[config.mk]
export PLATFORM = sky130hd
export DESIGN_NAME = ips_patch_stream_parser_flat
export DESIGN_NICKNAME = d
export VERILOG_FILES = /design/src/rtl/ipsp_pkg.sv /design/src/rtl/ipsp_if.sv /design/src/rtl/ips_patch_stream_parser.sv /design/src/rtl/ipsp_front.sv /design/src/rtl/ipsp_fifo.sv /design/src/rtl/ipsp_back.sv /design/src/flat_wrapper.sv
export SDC_FILE = /design/constraint.sdc
export NUM_CORES = 1
export LEC_CHECK = 0
export BUFFER_PORTS_ARGS = -buffer_cell sky130_fd_sc_hd__buf_2
export CORE_MARGIN = 3
export CORE_UTILIZATION = 60
export CTS_CLUSTER_DIAMETER = 30
export DETAILED_ROUTE_END_ITERATION = 10
export GPL_TIMING_DRIVEN = 0
export PLACE_DENSITY = 0.79
export SKIP_LAST_GASP = 1
export SLEW_MARGIN = 20
export SYNTH_ARGS = -nofsm -noshare
export SYNTH_HDL_FRONTEND = slang
export SYNTH_SLANG_ARGS = --single-unit
export TNS_END_PERCENT = 100
[constraint.sdc]
create_clock -name clk_i -period 4.2 [get_ports clk_i]
set_input_delay 0.84 -clock clk_i [delete_from_list [all_inputs] [get_ports clk_i]]
set_output_delay 0.84 -clock clk_i [all_outputs]
set_load 0.02 [all_outputs]
[src/rtl/ipsp_pkg.sv]
// Types, status codes and header bytes of the IPS patch stream parser.
`default_nettype none

package ipsp_pkg;

  localparam int unsigned AddrW   = 24;
  localparam int unsigned ByteW   = 8;
  localparam int unsigned CountW  = 16;
  localparam int unsigned StatusW = 3;

  localparam logic [StatusW-1:0] StRunning = 3'd0;
  localparam logic [StatusW-1:0] StOk      = 3'd1;
  localparam logic [StatusW-1:0] StBadHdr  = 3'd2;
  localparam logic [StatusW-1:0] StTrunc   = 3'd3;
  localparam logic [StatusW-1:0] StNoEof   = 3'd4;

  typedef enum logic [1:0] {
    CmdNone,
    CmdLiteral,
    CmdFill
  } ipsp_kind_e;

  typedef struct packed {
    ipsp_kind_e          kind;
    logic [AddrW-1:0]    address;
    logic [ByteW-1:0]    value;
    logic [CountW-1:0]   count;
    logic [StatusW-1:0]  status;
  } ipsp_cmd_t;

  function automatic logic [ByteW-1:0] hdr_byte(input logic [2:0] idx);
    logic [ByteW-1:0] res;
    unique case (idx)
      3'd0:    res = 8'h50;
      3'd1:    res = 8'h41;
      3'd2:    res = 8'h54;
      3'd3:    res = 8'h43;
      3'd4:    res = 8'h48;
      default: res = 8'h00;
    endcase
    return res;
  endfunction

endpackage

`default_nettype wire

[src/rtl/ipsp_if.sv]
// Stream interfaces of the parser: patch bytes in, write commands out.
`default_nettype none

interface ipsp_in_if;
  logic       valid;
  logic       ready;
  logic [7:0] patch_byte;
  logic       final_byte;

  modport source (output valid, output patch_byte, output final_byte, input ready);
  modport sink   (input valid, input patch_byte, input final_byte, output ready);
endinterface

interface ipsp_out_if;
  logic        valid;
  logic        ready;
  logic        write_valid;
  logic [23:0] write_address;
  logic [7:0]  write_value;
  logic [15:0] fill_count;
  logic [2:0]  status;

  modport source (output valid, output write_valid, output write_address,
                  output write_value, output fill_count, output status, input ready);
  modport sink   (input valid, input write_valid, input write_address,
                  input write_value, input fill_count, input status, output ready);
endinterface

`default_nettype wire

[src/rtl/ips_patch_stream_parser.sv]
// IPS patch stream parser top level: front end, command queue and output stage.
// Each byte's result is pushed into the queue, then registered in the output stage for cmd_o.
// Throughput: one byte per cycle while the queue has room, set by the front-end parser.
// The queue absorbs QueueDepth bytes while cmd_o stalls, then patch_i.ready drops.
// Reset (rst_ni low, asynchronous) returns the parser to the header phase with status
// running, empties the queue and drops cmd_o.valid.
`default_nettype none

module ips_patch_stream_parser #(
  parameter int unsigned QueueDepth = 2
) (
  input  wire logic  clk_i,
  input  wire logic  rst_ni,
  ipsp_in_if.sink    patch_i,
  ipsp_out_if.source cmd_o
);

  ipsp_pkg::ipsp_cmd_t push_data;
  ipsp_pkg::ipsp_cmd_t pop_data;
  logic                push;
  logic                full;
  logic                pop;
  logic                empty;

  ipsp_front u_front (
    .clk_i       (clk_i),
    .rst_ni      (rst_ni),
    .patch_i     (patch_i),
    .full_i      (full),
    .push_data_o (push_data),
    .push_o      (push)
  );

  ipsp_fifo #(
    .Depth (QueueDepth)
  ) u_fifo (
    .clk_i       (clk_i),
    .rst_ni      (rst_ni),
    .push_i      (push),
    .push_data_i (push_data),
    .full_o      (full),
    .pop_i       (pop),
    .pop_data_o  (pop_data),
    .empty_o     (empty)
  );

  ipsp_back u_back (
    .clk_i      (clk_i),
    .rst_ni     (rst_ni),
    .pop_data_i (pop_data),
    .empty_i    (empty),
    .pop_o      (pop),
    .cmd_o      (cmd_o)
  );

endmodule

`default_nettype wire

[src/rtl/ipsp_front.sv]
// Front end: accepts patch bytes, runs the record parser, emits compact commands.
`default_nettype none

module ipsp_front (
  input  wire logic          clk_i,
  input  wire logic          rst_ni,
  ipsp_in_if.sink            patch_i,
  input  wire logic          full_i,
  output ipsp_pkg::ipsp_cmd_t push_data_o,
  output logic               push_o
);

  localparam logic [2:0] PhHeader   = 3'd0;
  localparam logic [2:0] PhOffset   = 3'd1;
  localparam logic [2:0] PhSize     = 3'd2;
  localparam logic [2:0] PhData     = 3'd3;
  localparam logic [2:0] PhRleCount = 3'd4;
  localparam logic [2:0] PhRleValue = 3'd5;
  localparam logic [2:0] PhDone     = 3'd6;

  logic [2:0]                      phase_q, phase_d;
  logic [2:0]                      idx_q, idx_d;
  logic [ipsp_pkg::AddrW-1:0]      off_q, off_d;
  logic [ipsp_pkg::CountW-1:0]     len_q, len_d;
  logic                            eof_q, eof_d;
  logic [ipsp_pkg::StatusW-1:0]    status_q, status_d;

  logic                            xfer;
  logic [7:0]                      b;
  logic                            last;
  logic [ipsp_pkg::AddrW-1:0]      off_shift;
  logic [ipsp_pkg::CountW-1:0]     len_shift;
  logic [ipsp_pkg::CountW-1:0]     len_dec;
  logic                            eof_next;
  logic                            fin;
  logic [ipsp_pkg::StatusW-1:0]    fin_st;
  ipsp_pkg::ipsp_kind_e            kind;

  assign patch_i.ready = !full_i;
  assign xfer          = patch_i.valid && !full_i;
  assign b             = patch_i.patch_byte;
  assign last          = patch_i.final_byte;

  assign off_shift = (idx_q == 3'd0) ? {16'h0000, b} : {off_q[15:0], b};
  assign len_shift = (idx_q == 3'd0) ? {8'h00, b} : {len_q[7:0], b};
  assign len_dec   = (len_q != '0) ? len_q - 16'd1 : '0;

  always_comb begin
    priority if (idx_q == 3'd0) begin
      eof_next = (b == 8'h45);
    end else if (idx_q == 3'd1) begin
      eof_next = eof_q && (b == 8'h4F);
    end else begin
      eof_next = eof_q && (b == 8'h46);
    end
  end

  always_comb begin
    phase_d  = phase_q;
    idx_d    = idx_q;
    off_d    = off_q;
    len_d    = len_q;
    eof_d    = eof_q;
    status_d = status_q;
    kind     = ipsp_pkg::CmdNone;
    fin      = 1'b0;
    fin_st   = status_q;
    unique case (phase_q)
      PhHeader: begin
        if (idx_q > 3'd4 || b != ipsp_pkg::hdr_byte(idx_q)) begin
          fin    = 1'b1;
          fin_st = ipsp_pkg::StBadHdr;
        end else if (idx_q == 3'd4) begin
          idx_d   = 3'd0;
          phase_d = PhOffset;
          if (last) begin
            fin    = 1'b1;
            fin_st = ipsp_pkg::StNoEof;
          end
        end else begin
          idx_d = idx_q + 3'd1;
          if (last) begin
            fin    = 1'b1;
            fin_st = ipsp_pkg::StBadHdr;
          end
        end
      end
      PhOffset: begin
        off_d = off_shift;
        eof_d = eof_next;
        if (idx_q >= 3'd2) begin
          idx_d = 3'd0;
          if (eof_next) begin
            fin    = 1'b1;
            fin_st = ipsp_pkg::StOk;
          end else begin
            phase_d = PhSize;
            if (last) begin
              fin    = 1'b1;
              fin_st = ipsp_pkg::StTrunc;
            end
          end
        end else begin
          idx_d = idx_q + 3'd1;
          if (last) begin
            fin    = 1'b1;
            fin_st = ipsp_pkg::StNoEof;
          end
        end
      end
      PhSize: begin
        len_d = len_shift;
        if (idx_q == 3'd0) begin
          idx_d = 3'd1;
        end else begin
          idx_d   = 3'd0;
          phase_d = (len_shift != '0) ? PhData : PhRleCount;
        end
        if (last) begin
          fin    = 1'b1;
          fin_st = ipsp_pkg::StTrunc;
        end
      end
      PhData: begin
        if (last && len_q > 16'd1) begin
          fin    = 1'b1;
          fin_st = ipsp_pkg::StTrunc;
        end else begin
          kind  = ipsp_pkg::CmdLiteral;
          off_d = off_q + 24'd1;
          len_d = len_dec;
          if (len_dec == '0) begin
            phase_d = PhOffset;
          end
          if (last) begin
            fin    = 1'b1;
            fin_st = ipsp_pkg::StNoEof;
          end
        end
      end
      PhRleCount: begin
        len_d = len_shift;
        if (idx_q == 3'd0) begin
          idx_d = 3'd1;
        end else begin
          idx_d   = 3'd0;
          phase_d = PhRleValue;
        end
        if (last) begin
          fin    = 1'b1;
          fin_st = ipsp_pkg::StTrunc;
        end
      end
      PhRleValue: begin
        if (len_q != '0) begin
          kind = ipsp_pkg::CmdFill;
        end
        phase_d = PhOffset;
        idx_d   = 3'd0;
        if (last) begin
          fin    = 1'b1;
          fin_st = ipsp_pkg::StNoEof;
        end
      end
      default: begin
      end
    endcase
    if (fin) begin
      status_d = fin_st;
      phase_d  = PhDone;
    end
  end

  assign push_o              = xfer;
  assign push_data_o.kind    = kind;
  assign push_data_o.address = off_q;
  assign push_data_o.value   = b;
  assign push_data_o.count   = len_q;
  assign push_data_o.status  = status_d;

  always_ff @(posedge clk_i or negedge rst_ni) begin
    if (!rst_ni) begin
      phase_q  <= PhHeader;
      idx_q    <= 3'd0;
      off_q    <= '0;
      len_q    <= '0;
      eof_q    <= 1'b0;
      status_q <= ipsp_pkg::StRunning;
    end else if (xfer) begin
      phase_q  <= phase_d;
      idx_q    <= idx_d;
      off_q    <= off_d;
      len_q    <= len_d;
      eof_q    <= eof_d;
      status_q <= status_d;
    end
  end

endmodule

`default_nettype wire

[src/rtl/ipsp_fifo.sv]
// Command queue between the parser front end and the output stage.
`default_nettype none

module ipsp_fifo #(
  parameter int unsigned Depth = 2
) (
  input  wire logic                 clk_i,
  input  wire logic                 rst_ni,
  input  wire logic                 push_i,
  input  wire ipsp_pkg::ipsp_cmd_t  push_data_i,
  output logic                      full_o,
  input  wire logic                 pop_i,
  output ipsp_pkg::ipsp_cmd_t       pop_data_o,
  output logic                      empty_o
);

  localparam int unsigned IdxW = (Depth > 1) ? $clog2(Depth) : 1;
  localparam int unsigned CntW = $clog2(Depth + 1);

  ipsp_pkg::ipsp_cmd_t mem_q [Depth];
  logic [IdxW-1:0]     wr_ptr_q, wr_ptr_d;
  logic [IdxW-1:0]     rd_ptr_q, rd_ptr_d;
  logic [CntW-1:0]     cnt_q, cnt_d;
  logic                do_push;
  logic                do_pop;

  assign full_o     = (cnt_q == CntW'(Depth));
  assign empty_o    = (cnt_q == '0);
  assign do_push    = push_i && !full_o;
  assign do_pop     = pop_i && !empty_o;
  assign pop_data_o = mem_q[rd_ptr_q];

  always_comb begin
    wr_ptr_d = wr_ptr_q;
    rd_ptr_d = rd_ptr_q;
    cnt_d    = cnt_q;
    if (do_push) begin
      wr_ptr_d = (wr_ptr_q == IdxW'(Depth - 1)) ? '0 : wr_ptr_q + IdxW'(1);
    end
    if (do_pop) begin
      rd_ptr_d = (rd_ptr_q == IdxW'(Depth - 1)) ? '0 : rd_ptr_q + IdxW'(1);
    end
    if (do_push && !do_pop) begin
      cnt_d = cnt_q + CntW'(1);
    end else if (do_pop && !do_push) begin
      cnt_d = cnt_q - CntW'(1);
    end
  end

  always_ff @(posedge clk_i or negedge rst_ni) begin
    if (!rst_ni) begin
      wr_ptr_q <= '0;
      rd_ptr_q <= '0;
      cnt_q    <= '0;
    end else begin
      wr_ptr_q <= wr_ptr_d;
      rd_ptr_q <= rd_ptr_d;
      cnt_q    <= cnt_d;
    end
  end

  always_ff @(posedge clk_i) begin
    if (do_push) begin
      mem_q[wr_ptr_q] <= push_data_i;
    end
  end

endmodule

`default_nettype wire

[src/rtl/ipsp_back.sv]
// Back end: turns queued commands into result items and holds them for the sink.
`default_nettype none

module ipsp_back (
  input  wire logic                clk_i,
  input  wire logic                rst_ni,
  input  wire ipsp_pkg::ipsp_cmd_t pop_data_i,
  input  wire logic                empty_i,
  output logic                     pop_o,
  ipsp_out_if.source               cmd_o
);

  logic                            vld_q;
  logic                            wv_q, wv_d;
  logic [ipsp_pkg::AddrW-1:0]      addr_q, addr_d;
  logic [ipsp_pkg::ByteW-1:0]      val_q, val_d;
  logic [ipsp_pkg::CountW-1:0]     cnt_q, cnt_d;
  logic [ipsp_pkg::StatusW-1:0]    st_q;

  assign pop_o = !empty_i && (!vld_q || cmd_o.ready);

  always_comb begin
    unique case (pop_data_i.kind)
      ipsp_pkg::CmdLiteral: begin
        wv_d   = 1'b1;
        addr_d = pop_data_i.address;
        val_d  = pop_data_i.value;
        cnt_d  = 16'd1;
      end
      ipsp_pkg::CmdFill: begin
        wv_d   = 1'b1;
        addr_d = pop_data_i.address;
        val_d  = pop_data_i.value;
        cnt_d  = pop_data_i.count;
      end
      default: begin
        wv_d   = 1'b0;
        addr_d = '0;
        val_d  = '0;
        cnt_d  = '0;
      end
    endcase
  end

  always_ff @(posedge clk_i or negedge rst_ni) begin
    if (!rst_ni) begin
      vld_q <= 1'b0;
    end else if (pop_o) begin
      vld_q <= 1'b1;
    end else if (cmd_o.ready) begin
      vld_q <= 1'b0;
    end
  end

  always_ff @(posedge clk_i) begin
    if (pop_o) begin
      wv_q   <= wv_d;
      addr_q <= addr_d;
      val_q  <= val_d;
      cnt_q  <= cnt_d;
      st_q   <= pop_data_i.status;
    end
  end

  assign cmd_o.valid         = vld_q;
  assign cmd_o.write_valid   = wv_q;
  assign cmd_o.write_address = addr_q;
  assign cmd_o.write_value   = val_q;
  assign cmd_o.fill_count    = cnt_q;
  assign cmd_o.status        = st_q;

endmodule

`default_nettype wire

[src/flat_wrapper.sv]
// flat-port wrapper written by rule: the top's interface ports become plain ports
module ips_patch_stream_parser_flat 
#(
  parameter int unsigned QueueDepth = 2
)
  (clk_i, rst_ni, patch_i_valid, patch_i_patch_byte, patch_i_final_byte, patch_i_ready, cmd_o_valid, cmd_o_write_valid, cmd_o_write_address, cmd_o_write_value, cmd_o_fill_count, cmd_o_status, cmd_o_ready);
  ipsp_in_if patch_i_i ();
  ipsp_out_if cmd_o_i ();
  input  wire logic clk_i;
  input  wire logic rst_ni;
  input wire logic [$bits(patch_i_i.valid)-1:0] patch_i_valid;
  input wire logic [$bits(patch_i_i.patch_byte)-1:0] patch_i_patch_byte;
  input wire logic [$bits(patch_i_i.final_byte)-1:0] patch_i_final_byte;
  output wire logic [$bits(patch_i_i.ready)-1:0] patch_i_ready;
  output wire logic [$bits(cmd_o_i.valid)-1:0] cmd_o_valid;
  output wire logic [$bits(cmd_o_i.write_valid)-1:0] cmd_o_write_valid;
  output wire logic [$bits(cmd_o_i.write_address)-1:0] cmd_o_write_address;
  output wire logic [$bits(cmd_o_i.write_value)-1:0] cmd_o_write_value;
  output wire logic [$bits(cmd_o_i.fill_count)-1:0] cmd_o_fill_count;
  output wire logic [$bits(cmd_o_i.status)-1:0] cmd_o_status;
  input wire logic [$bits(cmd_o_i.ready)-1:0] cmd_o_ready;
  assign patch_i_i.valid = patch_i_valid;
  assign patch_i_i.patch_byte = patch_i_patch_byte;
  assign patch_i_i.final_byte = patch_i_final_byte;
  assign patch_i_ready = patch_i_i.ready;
  assign cmd_o_valid = cmd_o_i.valid;
  assign cmd_o_write_valid = cmd_o_i.write_valid;
  assign cmd_o_write_address = cmd_o_i.write_address;
  assign cmd_o_write_value = cmd_o_i.write_value;
  assign cmd_o_fill_count = cmd_o_i.fill_count;
  assign cmd_o_status = cmd_o_i.status;
  assign cmd_o_i.ready = cmd_o_ready;
  ips_patch_stream_parser #(.QueueDepth(QueueDepth)) u_core (.clk_i(clk_i), .rst_ni(rst_ni), .patch_i(patch_i_i), .cmd_o(cmd_o_i));
endmodule
* Yosys cells after proc, flatten, opt, wreduce, memory -nomap -nowiden
Memories as Yosys holds them, arrays and structs flattened.
Index checks and enable logic that the tools add are counted.
** Word-level totals
- Bits in registers :: 107
- Memory bits (writable) :: 106
- Input port bits :: 13
- Output and inout bits :: 54
- Word-level logic and storage cells :: 144
- Memories kept :: 1
** Memory list
- u_core.u_fifo.mem_q :: words 2, bits a word 53, rd ports 1, clocked after memory_dff 0, write ports 1, line ipsp_fifo.sv:20 : ipsp_pkg::ipsp_cmd_t mem_q [Depth];
** Operators by class
- Add/sub/neg operators :: 7
- Order comparisons :: 3
- Eq/ne operators :: 26
- Muxes and demuxes :: 56
- Reduce and logical (&&, ||, !) cells :: 36
** Operators by type and width (count)
- 2-to-1 mux 3 bit :: 22
- one-hot mux 16 bit (2 select lines) :: 2
- 2-to-1 mux 16 bit :: 3
- 2-to-1 mux 24 bit :: 2
- one-hot mux 24 bit (2 select lines) :: 1
- one-hot mux 7 bit (5 select lines) :: 1
- nonzero test 16 bit :: 2
- adder 24 x 1 -> 24 bit, second input constant :: 1
- == test 8 x 7 -> 1 bit, second input constant :: 3
- inequality test 3 bit, second input constant :: 8
- one-hot mux 3 bit (6 select lines) :: 1
- greater-than comparator 16 x 1 -> 1 bit, second input constant :: 1
- zero test 16 bit :: 1
- 2-to-1 mux 1 bit :: 16
- subtractor 16 x 1 -> 16 bit, second input constant :: 1
- one-hot mux 3 bit (5 select lines) :: 1
- == test 3 x 2 -> 1 bit, second input constant :: 4
- one-hot mux 3 bit (4 select lines) :: 1
- AND reduction 10 bit :: 1
- == test 3 bit, second input constant :: 3
- logical AND 1 bit :: 9
- AND reduction 3 bit :: 3
- 2-to-1 mux 8 bit :: 1
- inequality test 8 bit :: 1
- other kinds (23) :: 39

* Longest topological paths before layout
- Depth in word-level cells :: 9
- Depth in mapped cells :: 12
- Depth with buffers taken out :: 9

* By module
Synthesis repeated with hierarchy kept, for this count alone.
** Second synthesis, totals
- Cells, all modules :: 820
- Area total of the unflattened synthesis :: 10302.4 um^2
** Modules (own cells, without submodules)
- ipsp_fifo :: times used 1, cells an instance 184, area each 4271.6 um^2, seq. area each 3283.1 um^2
- ipsp_front :: times used 1, cells an instance 520, area each 4017.6 um^2, seq. area each 1251.2 um^2
- ipsp_back :: times used 1, cells an instance 116, area each 2013.2 um^2, seq. area each 1586.5 um^2

* Worst setup path before layout
Ideal clock, no wire load.
- Path kind :: input port to flip-flop
- From :: in patch_i_valid
- To :: mem u_core.u_fifo.mem_q[0][0] (netlist bit) (enable)
- Setup time :: 0.464 ns
- Arrival :: 3.234 ns
- Required time :: 3.736 ns
- Slack :: 0.502 ns
- Stages on the path :: 2
- Buffers on the path :: 0
- Path through :: nand2_1 -> nor2_1
** On the way
- Word-level cells in the longest chain between the ends :: 4
** Ends and longest elaborated chain
- from (decl) :: line flat_wrapper.sv:11 : input wire logic [$bits(patch_i_i.valid)-1:0] patch_i_valid;
- logical AND 1 bit :: line ipsp_front.sv:40 : assign xfer = patch_i.valid && !full_i;
- logical AND 1 bit :: line ipsp_fifo.sv:29 : assign do_push = push_i && !full_o;
- 2-to-1 mux 1 bit :: line ipsp_fifo.sv:63 : if (do_push) begin
- 2-to-1 mux 1 bit (not written as such) :: line ipsp_fifo.sv:64 : mem_q[wr_ptr_q] <= push_data_i;
- to (decl) :: line ipsp_fifo.sv:20
Every way passes these cells.

* Worst setup path in the final report
- From :: reg u_core.u_fifo.rd_ptr_q
- To :: reg u_core.u_back.cnt_q, in the netlist u_core.u_back.cmd_o.fill_count[6], data pin
** On the way
- Word-level cells in the longest chain between the ends :: 3
- Elaborated cells on any way between the ends :: 4
- Classes of those cells :: 2 x eq/ne; 1 x mux; 1 x memory
** Ends and longest elaborated chain
- from (decl) :: line ipsp_fifo.sv:22 : logic [IdxW-1:0] rd_ptr_q, rd_ptr_d;
- from (signal assigned) :: line ipsp_fifo.sv:57 : rd_ptr_q <= rd_ptr_d;
- memory read (2 x 53 bit) *
- == test 2 bit or == test 2 x 1 -> 1 bit (tied branches) :: line ipsp_back.sv:23 : unique case (pop_data_i.kind)
- one-hot mux 16 bit (2 select lines) * :: line ipsp_back.sv:23
- named net u_core.u_back.cnt_d, one bit :: line ipsp_back.sv:17 : logic [ipsp_pkg::CountW-1:0] cnt_q, cnt_d;
- to (signal assigned) :: line ipsp_back.sv:60 : cnt_q <= cnt_d;
- to (decl) :: line ipsp_back.sv:17
The timed path passes the listed nets; every way through them passes the cells marked *.
A chain may end at the register's enable or synchronous reset.

==> summary.md <==
| Metric | Value |
|---|---|
| Setup TNS | `0 ns` |
| Crit path cell chain | `clkbuf_1 -> clkbuf_1 -> mux2i_1 -> inv_1 -> ha_1 -> clkbuf_1 -> inv_1 -> nand2_1 -> clkbuf_1 -> nor2_1` |
| Reg-to-Reg End | `u_core.u_back.cmd_o.fill_count[6]$_DFFE_PP_` |
| RSZ-0062 raised after global routing | `no` |
| Final setup viols | `0` |
| Vias in the first global route | `7,186` |
| Gr usage total | `0.2867` |
| Worst clock skew | `about 0.024 ns` |
| Resized Gates After CTS | `0` |
| Post-DRT Antenna Nets | `0` |
| Area growth from synthesis to layout | `19.85%` |
| Arrival time worst endpoint | `between 4 and 5 ns` |
| Main synth FF type | `edfxtp_1` |
| Deepest clock path buffer count | `3` |
| Max stage delay cell, worst path | `clkbuf_1` |
| # diodes | `0` |
| Synth cell types | `just under 80` |
| DIE AREA | `~18,000 um2` |
| Mapped Area | `~9700 um2` |
| # IOs | `67` |
| FF-to-FF setup slack | `about 0.40 ns` |
| Largest net degree at the start of global routing | `56` |
| Worst Path Required | `about 4.4 ns` |
| Post-CTS Setup Inserts | `0` |
| Rel. slew slack | `0.3465` |
| Min Tclk post-route | `between 3 and 4 ns` |
| P_leak | `4.494 nW` |
| Total of max-cap violations | `0` |
| Gate Count Post-Synth | `a little over 800` |
| Top cell by count, worst path | `clkbuf_1` |
| PwrDens | `about 700 nW/um2` |
| Max incr delay on CP | `between 0.7 and 0.8 ns` |
| Core area | `15,540 um2` |
| Row cnt | `45` |
| VDD IR max | `between 0.4 and 0.5 mV` |
| Initial antenna violation count | `0` |
| Syn Nets | `between 800 and 900` |
| First-pass GRT wire length | `39.68 mm` |
| I/O Buffers | `66` |
| Tightest hold margin | `between 0.3 and 0.4 ns` |
| CTS tree | `yes` |
| Max Slew Vio Count | `0` |
| Clock transition at path regs | `roughly 0.050 ns` |
| Asr flop ratio synth | `0.2582` |
| Worst path bufs/invs | `6` |
| Peak Freq | `between 200 and 300 MHz` |
| Synth Register Bits | `213` |
| Worst r2r src | `u_core.u_fifo.rd_ptr_q$_DFFE_PN0P_` |
| Worst-path fanout max | `10` |
| Critical path type | `reg2reg` |
| Final Hold Viols | `0` |
| Cts hold-fix bufs | `0` |
| Number of nets in the layout | `941` |
| Endpoint class of the critical path | `flip-flop` |
| Worst-Skew Late Latency | `~0.52 ns` |
| H-tree depth | `2` |
| Crit path max-delay family | `buffers and inverters` |
| Clock sinks | `between 200 and 250` |
| Routed WL per cell | `21.84 um` |
| Sequential share of the synthesized area | `0.6280` |
| R2R cell count | `10` |
| Overall via count from detail_route | `slightly above 7,000` |
| Worst Tran Pin Value | `roughly 1 ns` |
| Run status | `complete, no violations` |
| Hold Path Class | `in2async` |
| Fill cells | `1,030` |
| Warnings, synthesis | `0` |
| HPWL Detailed | `between 15 and 20 mm` |
| Initial Util | `0.6272` |
| Cell count along the critical path | `10` |
| Vias per std cell | `around 6.2` |
| # DRC | `0` |
| GP Congestion | `~0.94` |
| Drt first pass iters | `5` |
| Post-synth EDFFs | `about 160` |
| Mean Syn Cell Area | `between 10 and 15 um2` |
| DRT iter0 DRCs | `~720` |
| Root Driver | `clkbuf_16` |
| Die Ht | `roughly 130 um` |
| Num CTS Buffers | `38` |
| Final WL | `25.30 mm` |
| Startpoint types | `flip-flop` |
| Layout cells sized above 1 | `0.1922` |
| Grt total ovfl | `0` |
| Part of the cycle the worst path needs | `0.9044` |
| DIE WIDTH | `approximately 130 um` |
[cells in the mapped netlist, drive strengths merged, types with 3 or more instances]
cell type | number | area [um2]
o22a | 3 | 26.28
o21ai | 69 | 349.1
nor2 | 108 | 426.7
or3 | 6 | 37.54
and3 | 5 | 31.28
ha | 10 | 125.1
nor4b | 3 | 26.28
buf | 14 | 100.1
nor3 | 21 | 131.4
mux2i | 52 | 520.5
dfrtp | 55 | 1376
o22ai | 6 | 37.54
and4 | 3 | 26.28
inv | 24 | 90.09
nand2 | 39 | 146.4
a221oi | 3 | 26.28
nor2b | 5 | 31.28
mux2 | 11 | 127.6
a32oi | 4 | 35.03
nor4 | 7 | 58.81
edfxtp | 158 | 4745
nand4 | 5 | 31.28
a211oi | 5 | 42.54
a22oi | 10 | 75.07
a31oi | 12 | 75.07
o21a | 7 | 52.55
nand3 | 23 | 120.1
nand2b | 7 | 51.30
clkbuf | 33 | 123.9
xor2 | 4 | 35.03
a21oi | 50 | 254.0
xnor2 | 4 | 35.03
or4 | 3 | 33.78
o211ai | 4 | 35.03
[metrics by stage]
step / area [um2] / instances / power [mW] / util / worst slack, ns
global route: 11680 / 1158 / 8.273 / 0.7517 / 0.2385
floorplan: 9747 / 808 / 4.361 / - / 0.5023
CTS: 11680 / 1158 / 8.012 / 0.7517 / 0.4247
global placement: 10340 / 1085 / 4.899 / 0.6655 / -1.012
finish: 11680 / 1158 / 7.961 / 0.7517 / 0.4016
detailed placement: 10440 / 1089 / 5.059 / 0.6721 / 0.5479
[area by class of cell]
| cell class | instances | area [um2] | share of cell area |
|---|---|---|---|
| Buffer | 47 | 224.0 | 0.01917 |
| Sequential cell | 213 | 6121 | 0.5240 |
| Tap cell | 211 | 264.0 | 0.02260 |
| Multi-Input combinational cell | 523 | 3321 | 0.2843 |
| Clock buffer | 45 | 1008 | 0.08633 |
| Inverter | 25 | 93.84 | 0.008033 |
| Timing Repair Buffer | 70 | 420.4 | 0.03599 |
| Clock inverter | 24 | 229.0 | 0.01960 |
[registers in the layout, summed over array words and instances, names as in the netlist]
signal,cells
u_core.u_fifo.wr_ptr_q,1
u_core.u_back.cmd_o.valid,1
u_core.u_back.cmd_o.write_address,24
u_core.u_back.cmd_o.status,3
u_core.u_back.cmd_o.write_value,8
u_core.u_front.off_q,24
u_core.u_back.cmd_o.fill_count,16
u_core.u_back.cmd_o.write_valid,1
u_core.u_front.status_q,3
u_core.u_fifo.cnt_q,2
u_core.u_front.len_q,16
u_core.u_fifo.rd_ptr_q,1
u_core.u_front.eof_q,1
u_core.u_fifo.mem_q,106
u_core.u_front.phase_q,3
u_core.u_front.idx_q,3
[how the worst max path moves through the flow]
stage                                                   to                          startpoint
2_1_floorplan          u_core.u_fifo.mem_q[0][0]$_DFFE_PP_                       patch_i_valid
3_3_place_gp          u_core.u_fifo.mem_q[0][13]$_DFFE_PP_                       patch_i_valid
3_5_place_dp   u_core.u_back.cmd_o.fill_count[5]$_DFFE_PP_  u_core.u_fifo.rd_ptr_q$_DFFE_PN0P_
4_1_cts        u_core.u_back.cmd_o.fill_count[6]$_DFFE_PP_  u_core.u_fifo.rd_ptr_q$_DFFE_PN0P_
5_1_grt        u_core.u_back.cmd_o.fill_count[6]$_DFFE_PP_  u_core.u_fifo.rd_ptr_q$_DFFE_PN0P_
6_report       u_core.u_back.cmd_o.fill_count[6]$_DFFE_PP_  u_core.u_fifo.rd_ptr_q$_DFFE_PN0P_
[cell families (layout without fill, tap and decap cells)]
group | Yosys count | in the layout | share of synthesized area
adders and majority gates | 10 | 10 | 0.01284
DFF | 213 | 213 | 0.6280
and+or+nand+nor | 252 | 252 | 0.1333
muxes | 63 | 63 | 0.06650
AOI/OAI and AO/OA | 190 | 190 | 0.1196
buffers and inverters | 72 | 211 | 0.03261
xor gates and xnor gates | 8 | 8 | 0.007188
[worst reg2reg max path, stage by stage (launching register included)]
cell and delay [ns]:
dfrtp_1 0.31, clkbuf_1 0.51, clkbuf_1 0.73, mux2i_1 0.38, inv_1 0.11, ha_1 0.31, clkbuf_1 0.29, inv_1 0.10
nand2_1 0.19, clkbuf_1 0.47, nor2_1 0.13
[where the power goes]
part	switching, mW	leakage [nW]	internal [mW]	total [mW]
registers	0.164	2.16	3.01	3.17
clock network	1.09	0.589	1.82	2.91
logic	1.29	1.75	0.588	1.88
[layout by cell type (no fill, tap or decap), types with 4 or more instances in the layout]
master,count
nor2b_1,5
xor2_1,4
o21ai_1,7
inv_6,5
or3_1,6
and3_1,4
o21ai_0,61
o22ai_1,6
nand3_1,22
clkbuf_16,39
ha_1,10
buf_6,4
nor2_1,104
nand4_1,5
mux2i_1,52
clkbuf_1,38
xnor2_1,4
clkinvlp_4,6
edfxtp_1,158
nor4_1,6
inv_1,23
nor3_1,17
mux2_2,9
dfrtp_1,55
o21a_1,7
a21oi_1,49
nand2b_1,6
a31oi_1,12
a22oi_1,10
a211oi_1,4
nand2_1,39
buf_2,73
a32oi_1,4
[per-layer routing]
metal  up-vias  wire length (um)  part of all wire  global-route usage
li1       3251                 -                 -                   -
met1      3490             10300              0.41              0.4066
met2       406             12190              0.48              0.4577
met3        54              2121             0.084             0.04909
met4         0               676             0.027             0.09486
met5         -                 0                 0                   0
Power figures use the tool's default switching activity.
